**src/cd_pkg.sv**
```systemverilog
// shared types and codes for the circular deque
// no dependencies
`default_nettype none

package cd_pkg;

	localparam int DATA_W = 32;

	// request mode codes
	localparam logic [2:0] MODE_INS_FRONT = 3'd0;
	localparam logic [2:0] MODE_INS_REAR  = 3'd1;
	localparam logic [2:0] MODE_DEL_FRONT = 3'd2;
	localparam logic [2:0] MODE_DEL_REAR  = 3'd3;
	localparam logic [2:0] MODE_LIST      = 3'd4;

	// response status codes
	localparam logic [1:0] ST_OK    = 2'd0;
	localparam logic [1:0] ST_FULL  = 2'd1;
	localparam logic [1:0] ST_EMPTY = 2'd2;

	typedef enum logic [2:0] {
		OP_INS_FRONT,
		OP_INS_REAR,
		OP_DEL_FRONT,
		OP_DEL_REAR,
		OP_LIST
	} op_t;

	typedef struct packed {
		logic [2:0]               mode;
		logic signed [DATA_W-1:0] value;
	} req_t;

	typedef struct packed {
		logic [1:0]               status;
		logic signed [DATA_W-1:0] data;
		logic                     last;
	} rsp_t;

	typedef struct packed {
		op_t                      op;
		logic signed [DATA_W-1:0] value;
	} cmd_t;

	// handshake between command queue and its neighbors
	typedef struct packed {
		logic full;
		logic valid;
	} q_status_t;

endpackage

`default_nettype wire

```
**src/cd_front.sv**
```systemverilog
// front end: takes request transactions, decodes mode, drops unused codes
// depends on cd_pkg
`default_nettype none

module cd_front (
	input  wire              clk,
	input  wire              arst_n,
	input  wire              req_valid,
	output logic             req_stall,
	input  cd_pkg::req_t     req,
	output logic             push,
	output cd_pkg::cmd_t     push_cmd,
	input  wire              q_full
);

	logic         valid_s1;
	cd_pkg::cmd_t cmd_s1;
	cd_pkg::op_t  op_dec;
	logic         keep;
	logic         take;

	always_comb begin
		op_dec = cd_pkg::OP_LIST;
		keep   = 1'b1;
		unique case (req.mode)
			cd_pkg::MODE_INS_FRONT: op_dec = cd_pkg::OP_INS_FRONT;
			cd_pkg::MODE_INS_REAR:  op_dec = cd_pkg::OP_INS_REAR;
			cd_pkg::MODE_DEL_FRONT: op_dec = cd_pkg::OP_DEL_FRONT;
			cd_pkg::MODE_DEL_REAR:  op_dec = cd_pkg::OP_DEL_REAR;
			cd_pkg::MODE_LIST:      op_dec = cd_pkg::OP_LIST;
			default:                keep   = 1'b0;
		endcase
	end

	assign req_stall = valid_s1 && q_full;
	assign push      = valid_s1 && !q_full;
	assign push_cmd  = cmd_s1;
	assign take      = req_valid && !req_stall;

	always_ff @(posedge clk or negedge arst_n) begin
		if (!arst_n) begin
			valid_s1 <= 1'b0;
		end else if (take) begin
			// unused codes are accepted and dropped here
			valid_s1 <= keep;
		end else if (push) begin
			valid_s1 <= 1'b0;
		end
	end

	always_ff @(posedge clk) begin
		if (take) begin
			cmd_s1.op    <= op_dec;
			cmd_s1.value <= req.value;
		end
	end

endmodule

`default_nettype wire

```
**src/cd_queue.sv**
```systemverilog
// two-entry command queue between front and back ends
// depends on cd_pkg
`default_nettype none

module cd_queue (
	input  wire                clk,
	input  wire                arst_n,
	input  wire                push,
	input  cd_pkg::cmd_t       push_cmd,
	input  wire                pop,
	output cd_pkg::cmd_t       head_cmd,
	output cd_pkg::q_status_t  stat
);

	localparam int QD = 2;
	localparam int QW = $clog2(QD);
	localparam int QC = $clog2(QD + 1);

	cd_pkg::cmd_t   entry_q [QD];
	logic [QW-1:0]  wr_ptr_q;
	logic [QW-1:0]  rd_ptr_q;
	logic [QC-1:0]  cnt_q;

	assign stat.full  = cnt_q == QC'(QD);
	assign stat.valid = cnt_q != '0;
	assign head_cmd   = entry_q[rd_ptr_q];

	always_ff @(posedge clk or negedge arst_n) begin
		if (!arst_n) begin
			wr_ptr_q <= '0;
			rd_ptr_q <= '0;
			cnt_q    <= '0;
		end else begin
			if (push)
				wr_ptr_q <= (wr_ptr_q == QW'(QD - 1)) ? '0 : wr_ptr_q + 1'b1;
			if (pop)
				rd_ptr_q <= (rd_ptr_q == QW'(QD - 1)) ? '0 : rd_ptr_q + 1'b1;
			if (push && !pop)
				cnt_q <= cnt_q + 1'b1;
			else if (pop && !push)
				cnt_q <= cnt_q - 1'b1;
		end
	end

	always_ff @(posedge clk) begin
		if (push)
			entry_q[wr_ptr_q] <= push_cmd;
	end

endmodule

`default_nettype wire

```
**src/cd_back.sv**
```systemverilog
// back end: deque storage, head/tail pointers and response register
// depends on cd_pkg
`default_nettype none

module cd_back #(
	parameter int DEPTH = 8
) (
	input  wire              clk,
	input  wire              arst_n,
	input  wire              cmd_valid,
	input  cd_pkg::cmd_t     cmd,
	output logic             cmd_pop,
	output logic             rsp_valid,
	input  wire              rsp_stall,
	output cd_pkg::rsp_t     rsp
);

	localparam int IW = $clog2(DEPTH);
	localparam int CW = $clog2(DEPTH + 1);
	localparam logic [IW-1:0] LAST_IDX = IW'(DEPTH - 1);
	localparam logic [CW-1:0] FULL_CNT = CW'(DEPTH);
	localparam logic [CW-1:0] ONE_CNT  = CW'(1);

	typedef enum logic {
		S_IDLE,
		S_READ
	} state_t;

	state_t                     state_q;
	logic [IW-1:0]              head_q;
	logic [IW-1:0]              tail_q;
	logic [CW-1:0]              count_q;
	logic [IW-1:0]              idx_q;
	logic [CW-1:0]              remain_q;
	logic                       rsp_valid_q;
	cd_pkg::rsp_t               rsp_q;

	logic signed [cd_pkg::DATA_W-1:0] mem_q [DEPTH];
	logic signed [cd_pkg::DATA_W-1:0] rdata_q;

	logic                       out_free;
	logic                       full;
	logic                       empty;
	logic [IW-1:0]              head_inc;
	logic [IW-1:0]              head_dec;
	logic [IW-1:0]              tail_inc;
	logic [IW-1:0]              tail_dec;
	logic [IW-1:0]              idx_inc;
	logic                       we;
	logic                       re;
	logic [IW-1:0]              waddr;
	logic [IW-1:0]              raddr;
	logic                       read_last;

	assign out_free  = !rsp_valid_q || !rsp_stall;
	assign full      = count_q == FULL_CNT;
	assign empty     = count_q == '0;
	assign head_inc  = (head_q == LAST_IDX) ? '0 : head_q + 1'b1;
	assign head_dec  = (head_q == '0) ? LAST_IDX : head_q - 1'b1;
	assign tail_inc  = (tail_q == LAST_IDX) ? '0 : tail_q + 1'b1;
	assign tail_dec  = (tail_q == '0) ? LAST_IDX : tail_q - 1'b1;
	assign idx_inc   = (idx_q == LAST_IDX) ? '0 : idx_q + 1'b1;
	assign read_last = remain_q == ONE_CNT;
	assign cmd_pop   = (state_q == S_IDLE) && cmd_valid && out_free;
	assign rsp_valid = rsp_valid_q;
	assign rsp       = rsp_q;

	always_comb begin
		we    = 1'b0;
		re    = 1'b0;
		waddr = tail_q;
		raddr = head_q;
		if (cmd_pop) begin
			case (cmd.op)
				cd_pkg::OP_INS_FRONT: begin
					we    = !full;
					waddr = head_dec;
				end
				cd_pkg::OP_INS_REAR: begin
					we    = !full;
					waddr = tail_q;
				end
				cd_pkg::OP_DEL_FRONT: begin
					re    = !empty;
					raddr = head_q;
				end
				cd_pkg::OP_DEL_REAR: begin
					re    = !empty;
					raddr = tail_dec;
				end
				cd_pkg::OP_LIST: begin
					re    = !empty;
					raddr = head_q;
				end
				default: ;
			endcase
		end else if (state_q == S_READ && out_free && !read_last) begin
			// fetch the next listed element while this one goes out
			re    = 1'b1;
			raddr = idx_inc;
		end
	end

	always_ff @(posedge clk) begin
		if (we)
			mem_q[waddr] <= cmd.value;
		if (re)
			rdata_q <= mem_q[raddr];
	end

	always_ff @(posedge clk or negedge arst_n) begin
		if (!arst_n) begin
			state_q     <= S_IDLE;
			head_q      <= '0;
			tail_q      <= '0;
			count_q     <= '0;
			idx_q       <= '0;
			remain_q    <= '0;
			rsp_valid_q <= 1'b0;
			rsp_q       <= '0;
		end else begin
			if (rsp_valid_q && !rsp_stall)
				rsp_valid_q <= 1'b0;
			unique case (state_q)
				S_IDLE: begin
					if (cmd_pop) begin
						unique case (cmd.op) inside
							cd_pkg::OP_INS_FRONT, cd_pkg::OP_INS_REAR: begin
								rsp_valid_q <= 1'b1;
								rsp_q.data  <= '0;
								rsp_q.last  <= 1'b1;
								if (full) begin
									rsp_q.status <= cd_pkg::ST_FULL;
								end else begin
									rsp_q.status <= cd_pkg::ST_OK;
									count_q      <= count_q + 1'b1;
									if (cmd.op == cd_pkg::OP_INS_FRONT)
										head_q <= head_dec;
									else
										tail_q <= tail_inc;
								end
							end
							cd_pkg::OP_DEL_FRONT, cd_pkg::OP_DEL_REAR,
							cd_pkg::OP_LIST: begin
								if (empty) begin
									rsp_valid_q  <= 1'b1;
									rsp_q.status <= cd_pkg::ST_EMPTY;
									rsp_q.data   <= '0;
									rsp_q.last   <= 1'b1;
								end else begin
									state_q <= S_READ;
									if (cmd.op == cd_pkg::OP_LIST) begin
										idx_q    <= head_q;
										remain_q <= count_q;
									end else begin
										remain_q <= ONE_CNT;
										count_q  <= count_q - 1'b1;
										if (cmd.op == cd_pkg::OP_DEL_FRONT)
											head_q <= head_inc;
										else
											tail_q <= tail_dec;
									end
								end
							end
							default: ;
						endcase
					end
				end
				S_READ: begin
					if (out_free) begin
						rsp_valid_q  <= 1'b1;
						rsp_q.status <= cd_pkg::ST_OK;
						rsp_q.data   <= rdata_q;
						rsp_q.last   <= read_last;
						if (read_last) begin
							state_q <= S_IDLE;
						end else begin
							remain_q <= remain_q - 1'b1;
							idx_q    <= idx_inc;
						end
					end
				end
				default: state_q <= S_IDLE;
			endcase
		end
	end

endmodule

`default_nettype wire

```
**src/circular_deque.sv**
```systemverilog
// top level of the circular deque: front decode, command queue, back end
// depends on cd_pkg, cd_front, cd_queue, cd_back
//
//   channel   direction   handshake            payload
//   req       in          req_valid/req_stall  cd_pkg::req_t (mode, value)
//   rsp       out         rsp_valid/rsp_stall  cd_pkg::rsp_t (status, data, last)
//
// a taken request passes the decode register and the queue before it is popped
// an insert or a rejected request sets the response register at the pop; a
// delete adds the registered storage read; a list of n gives n responses
// reset zeroes the pointers and occupancy; storage is not cleared
// a stalled response holds the back end; requests are still taken until the
// queue and the decode register are both full
`default_nettype none

module circular_deque #(
	parameter int DEPTH = 8
) (
	input  wire            clk,
	input  wire            arst_n,
	input  wire            req_valid,
	output logic           req_stall,
	input  cd_pkg::req_t   req,
	output logic           rsp_valid,
	input  wire            rsp_stall,
	output cd_pkg::rsp_t   rsp
);

	logic              q_push;
	cd_pkg::cmd_t      q_push_cmd;
	logic              q_pop;
	cd_pkg::cmd_t      q_head_cmd;
	cd_pkg::q_status_t q_stat;

	cd_front u_front (
		.clk       (clk),
		.arst_n    (arst_n),
		.req_valid (req_valid),
		.req_stall (req_stall),
		.req       (req),
		.push      (q_push),
		.push_cmd  (q_push_cmd),
		.q_full    (q_stat.full)
	);

	cd_queue u_queue (
		.clk      (clk),
		.arst_n   (arst_n),
		.push     (q_push),
		.push_cmd (q_push_cmd),
		.pop      (q_pop),
		.head_cmd (q_head_cmd),
		.stat     (q_stat)
	);

	cd_back #(
		.DEPTH (DEPTH)
	) u_back (
		.clk       (clk),
		.arst_n    (arst_n),
		.cmd_valid (q_stat.valid),
		.cmd       (q_head_cmd),
		.cmd_pop   (q_pop),
		.rsp_valid (rsp_valid),
		.rsp_stall (rsp_stall),
		.rsp       (rsp)
	);

	a_no_push_full: assert property (@(posedge clk) disable iff (!arst_n)
		q_push |-> !q_stat.full)
		else $error("command pushed into full queue");

	a_pop_valid: assert property (@(posedge clk) disable iff (!arst_n)
		q_pop |-> q_stat.valid)
		else $error("command popped from empty queue");

	a_err_single: assert property (@(posedge clk) disable iff (!arst_n)
		(rsp_valid && rsp.status != cd_pkg::ST_OK) |-> (rsp.last && rsp.data == '0))
		else $error("rejected request response not single or data nonzero");

	a_stall_holds_front: assert property (@(posedge clk) disable iff (!arst_n)
		req_stall |-> q_stat.full)
		else $error("request stalled while queue has room");

endmodule

`default_nettype wire
```
**config.mk**
```make
export PLATFORM = sky130hd
export DESIGN_NAME = circular_deque
export DESIGN_NICKNAME = d
export VERILOG_FILES = /design/src/cd_pkg.sv /design/src/cd_front.sv /design/src/cd_queue.sv /design/src/cd_back.sv /design/src/circular_deque.sv
export SDC_FILE = /design/constraint.sdc
export NUM_CORES = 1
export LEC_CHECK = 0
export ABC_CLOCK_PERIOD_IN_PS = 10600
export BUFFER_PORTS_ARGS = -buffer_cell sky130_fd_sc_hd__clkbuf_2
export CAP_MARGIN = 20
export CORE_AREA = 2 2 270 272
export DETAILED_ROUTE_END_ITERATION = 8
export DIE_AREA = 0 0 272 274
export SETUP_SLACK_MARGIN = 0.02
export SLEW_MARGIN = 10
export SYNTH_ARGS = -nofsm -noshare
export SYNTH_HDL_FRONTEND = slang
export SYNTH_SLANG_ARGS = --single-unit
```
**constraint.sdc**
```tcl
create_clock -name clk -period 10.6 [get_ports clk]
set_input_delay 1.59 -clock clk [delete_from_list [all_inputs] [get_ports clk]]
set_output_delay 1.59 -clock clk [all_outputs]
set_load 0.005 [all_outputs]
```
==> flow_summary.json <==
{
  "route.final.wire_length_um": 39500,
  "crit_type": "primary input to register",
  "track_usage": 0.105,
  "worst_skew_pair.late_latency_ns": 0.56,
  "port_buffers": 75,
  "min_path_type": "register to register",
  "antenna_found_initial": 0,
  "hold_viol": 0,
  "synth_top_family_by_area": "multiplexers",
  "max-clock-path-buffers": 3,
  "synth-compound-area-share": 0.0473,
  "totalPowerFinal_mw": 6.39,
  "synth-seq-cells": 452,
  "fp.dieW_um": 272,
  "synth_nets": 1141,
  "finalSetupViolCount": 0,
  "p_leak_nw": 7.25,
  "synth_seq_area_share": 0.751,
  "synthCells": 1087,
  "synth.top_cells.by_area": "sky130_fd_sc_hd__edfxtp_1 67%, sky130_fd_sc_hd__dfrtp_1 8.3%, sky130_fd_sc_hd__mux2i_1 7.7%",
  "synth.cell_area_mm2": 0.0177,
  "cts_tree": "done",
  "grt_start_max_net_pins": 129,
  "cts_sinks": 452,
  "synthSimpleGateAreaFrac": 0.0644,
  "grt_overflow_total": 0,
  "grt_first_pass_wirelength_um": 60200,
  "outcome": "finished clean",
  "dp_worst_setup_slack_ns": 5.93,
  "synth-xor-area-share": 0.00495,
  "placed_cells_incl_taps": 2089,
  "tightestPinTransition_ns": 1.10,
  "cts-buffers-inserted": 46,
  "layout_worst_path_cycle_share": 0.389,
  "cts_setup_buffers": 0,
  "initial_core_util": 0.246,
  "critPathBufInv": 3,
  "htree_num_levels": 2,
  "syn_avg_cell_area_um2": 16.3,
  "skew_ns": 0.0228,
  "arrival_time_of_data_at_the_critical_path_endpoint_ns": 4.43,
  "drt-initial-drc-count": 823,
  "max-cap-violations": 0,
  "timing.critical_path.from_type": "primary input",
  "worst_slack_ns": 6.47,
  "library_cell_with_the_largest_summed_area_after_synthesis": "sky130_fd_sc_hd__edfxtp_1",
  "final_nets": 1234,
  "end_kind": "register",
  "cts-resized-gates": 0,
  "yosysTopAreaCellShare": 0.667,
  "site_rows": 99,
  "nFillCells": 7081,
  "cts-hold-fix-buffers": 0,
  "synth_mux_area_frac": 0.104,
  "drcViolationCount": 0,
  "relSlewSlack": 0.270,
  "power.density_mw_per_mm2": 307,
  "cts_root_buf": "sky130_fd_sc_hd__clkbuf_16",
  "final_period_minus_worst_setup_slack_ns": 4.13,
  "synth_edf_count": 393,
  "max_clock_freq_ghz": 0.242,
  "maxSlewViolCount": 0,
  "yosys.area_share.adder": 0.0106,
  "first_global_vias": 9637,
  "yosysUniqueCellTypes": 60,
  "floorplan.core_area_mm2": 0.0720,
  "crit_family": "buffers and inverters",
  "dominantRegCellSynth": "sky130_fd_sc_hd__edfxtp_1",
  "num_io_pins": 76,
  "path_clk_slew_ns": 0.06,
  "routed-via-count": 9396,
  "timing.critical_path.required_ns": 10.90,
  "wl_per_cell_um": 18.2,
  "multi_input_area_mm2": 0.00417,
  "cpMaxStageDelayCell": "sky130_fd_sc_hd__buf_12",
  "area_used_by_sequential_logic_in_the_layout_mm2": 0.0133,
  "dieArea_mm2": 0.0745,
  "worstPathMaxFanout": 128,
  "drtPass1Iterations": 5,
  "final_antenna_net_count": 0,
  "post_drt_via_cell_ratio": 4.32,
  "synthArstFlopShare": 0.131,
  "finalNonFillerCells": 2177,
  "place_congestion": 0.762,
  "die-height_um": 274,
  "critical_path.cell_chain": "clkbuf_2 > a21boi_4 > buf_4 > nand2_1 > a311oi_4 > buf_12 > mux2i_1 > nand3_1 > and3_1",
  "diodes": 0,
  "synthesis.yosys.warnings": 0,
  "critical_path.max_stage_delay_ns": 0.59,
  "dp.final_hpwl_um": 21800,
  "drive_gt1_frac": 0.190,
  "worst_ir_drop_vdd_mv": 0.500,
  "rsz_0062_raised_after_global_routing": "false",
  "tns_ns": 0,
  "area_growth_syn_to_layout_pct": 17.7
}
-- area by class of cell --
type	instances	share of cell area
timing repair buffer	96	0.0287
inverter	16	0.00288
tap	959	0.0576
sequential	452	0.638
multi-input combinational	568	0.200
clock buffer	67	0.0625
clock inverter	19	0.0105
-- worst reg2reg max path: cells and delay by family, from the launching register on --
family / cells / cell delay (ns)
buf+inv: 2 / 1.02
flops: 1 / 0.78
simple gates: 3 / 0.65
compound gates: 2 / 0.63
mux: 1 / 0.52
-- state kept, by name, indices dropped and copies added, names as in the netlist --
| register | cells |
|---|---|
| u_back.rsp | 35 |
| u_back.rsp_valid | 1 |
| u_back.mem_q | 256 |
| u_back.head_q | 3 |
| u_back.remain_q | 4 |
| u_queue.entry_q | 70 |
| u_back.state_q | 1 |
| u_queue.wr_ptr_q | 1 |
| u_front.valid_s1 | 1 |
| u_queue.rd_ptr_q | 1 |
| u_back.count_q | 4 |
| u_back.tail_q | 3 |
| u_back.rdata_q | 32 |
| u_back.idx_q | 3 |
| u_front.push_cmd | 35 |
| u_queue.cnt_q | 2 |
-- kinds of logic (layout without fill, tap and decap cells) --
family / after synthesis / after routing
buffers and inverters: 67 / 198
and+or+nand+nor: 243 / 243
xor gates and xnor gates: 10 / 10
adders and majority gates: 15 / 15
muxes: 178 / 178
DFF: 452 / 452
AOI/OAI and AO/OA: 122 / 122
-- power breakdown --
group	internal (mW)	total (mW)	switching, mW	leakage (nW)
sequential	2.44	2.61	0.167	4.31
clock	0.955	1.62	0.664	0.736
combinational	0.835	2.17	1.33	2.21
-- worst paths after layout --
| kind | from | end | slack, ns | depth (start not counted) |
|---|---|---|---|---|
| worst max register to register | u_back.state_q | u_back.rdata_q[8] | 6.73 | 8 |
| worst min register to register | u_front.push_cmd[0] | u_queue.entry_q[1][0] | 0.44 | 0 |
| worst max-delay path | rsp_stall | u_back.rdata_q[8] | 6.47 | 9 |
| max in group asynchronous | arst_n | u_queue.rd_ptr_q | 8.74 | 2 |
| worst min-delay path | u_front.push_cmd[0] | u_queue.entry_q[1][0] | 0.44 | 0 |
| min in group asynchronous | arst_n | u_queue.wr_ptr_q | 1.25 | 2 |
-- routing by layer --
metal	GRT usage	wire [um]	vias to the layer above
met5	0	0	-
met4	0.0198	547	0
met3	0.0206	2010	43
met2	0.172	18600	240
met1	0.146	18400	4775
li1	-	-	4338
-- Yosys cell counts (2+ instances only) --
library cell               count
sky130_fd_sc_hd__inv_1        15
sky130_fd_sc_hd__nor2_1       24
sky130_fd_sc_hd__buf_6         3
sky130_fd_sc_hd__mux2i_1     136
sky130_fd_sc_hd__o22a_1        3
sky130_fd_sc_hd__edfxtp_1    393
sky130_fd_sc_hd__and3_1       33
sky130_fd_sc_hd__a211o_1       4
sky130_fd_sc_hd__and2_1        2
sky130_fd_sc_hd__nor3_1       12
sky130_fd_sc_hd__buf_4        12
sky130_fd_sc_hd__nor3b_1       2
sky130_fd_sc_hd__nand2_1     116
sky130_fd_sc_hd__ha_1         15
sky130_fd_sc_hd__xor2_1        4
sky130_fd_sc_hd__o211ai_1      2
sky130_fd_sc_hd__a32o_1        2
sky130_fd_sc_hd__clkbuf_1     24
sky130_fd_sc_hd__mux2_2       42
sky130_fd_sc_hd__nand3_1      35
sky130_fd_sc_hd__dfrtp_1      59
sky130_fd_sc_hd__o21ai_0      45
sky130_fd_sc_hd__a31oi_1       2
sky130_fd_sc_hd__a22oi_1      32
sky130_fd_sc_hd__nor2b_1       3
sky130_fd_sc_hd__buf_2         7
sky130_fd_sc_hd__nand2b_1      6
sky130_fd_sc_hd__buf_1         5
sky130_fd_sc_hd__a211oi_1      4
sky130_fd_sc_hd__xnor2_1       6
sky130_fd_sc_hd__a21oi_1      10
-- metrics by stage --
step	util	cell area, um2	hold WS, ns
3_5_place_dp	0.268	19300	0.429
6_report	0.289	20800	0.439
2_1_floorplan	-	17700	0.421
3_3_place_gp	0.267	19200	0.426
5_1_grt	0.289	20800	0.441
4_1_cts	0.289	20800	0.438
-- cells in the final DEF, fill, tap and decap left out, types with 3 or more instances in the layout --
cell type	n
sky130_fd_sc_hd__a211o_1	4
sky130_fd_sc_hd__a211oi_1	4
sky130_fd_sc_hd__a21oi_1	9
sky130_fd_sc_hd__a22oi_1	32
sky130_fd_sc_hd__and3_1	32
sky130_fd_sc_hd__buf_4	17
sky130_fd_sc_hd__bufinv_16	4
sky130_fd_sc_hd__clkbuf_1	15
sky130_fd_sc_hd__clkbuf_16	47
sky130_fd_sc_hd__clkbuf_2	74
sky130_fd_sc_hd__clkbuf_8	5
sky130_fd_sc_hd__clkinv_1	4
sky130_fd_sc_hd__clkinv_2	7
sky130_fd_sc_hd__clkinvlp_4	3
sky130_fd_sc_hd__dfrtp_1	58
sky130_fd_sc_hd__edfxtp_1	393
sky130_fd_sc_hd__ha_1	15
sky130_fd_sc_hd__inv_1	15
sky130_fd_sc_hd__mux2_2	42
sky130_fd_sc_hd__mux2i_1	136
sky130_fd_sc_hd__nand2_1	116
sky130_fd_sc_hd__nand2b_1	6
sky130_fd_sc_hd__nand3_1	35
sky130_fd_sc_hd__nor2_1	14
sky130_fd_sc_hd__nor2_2	8
sky130_fd_sc_hd__nor2b_1	3
sky130_fd_sc_hd__nor3_1	12
sky130_fd_sc_hd__o21ai_0	45
sky130_fd_sc_hd__o22a_1	3
sky130_fd_sc_hd__xnor2_1	6
sky130_fd_sc_hd__xor2_1	4
Note: power is estimated with default switching activity, not from simulation.
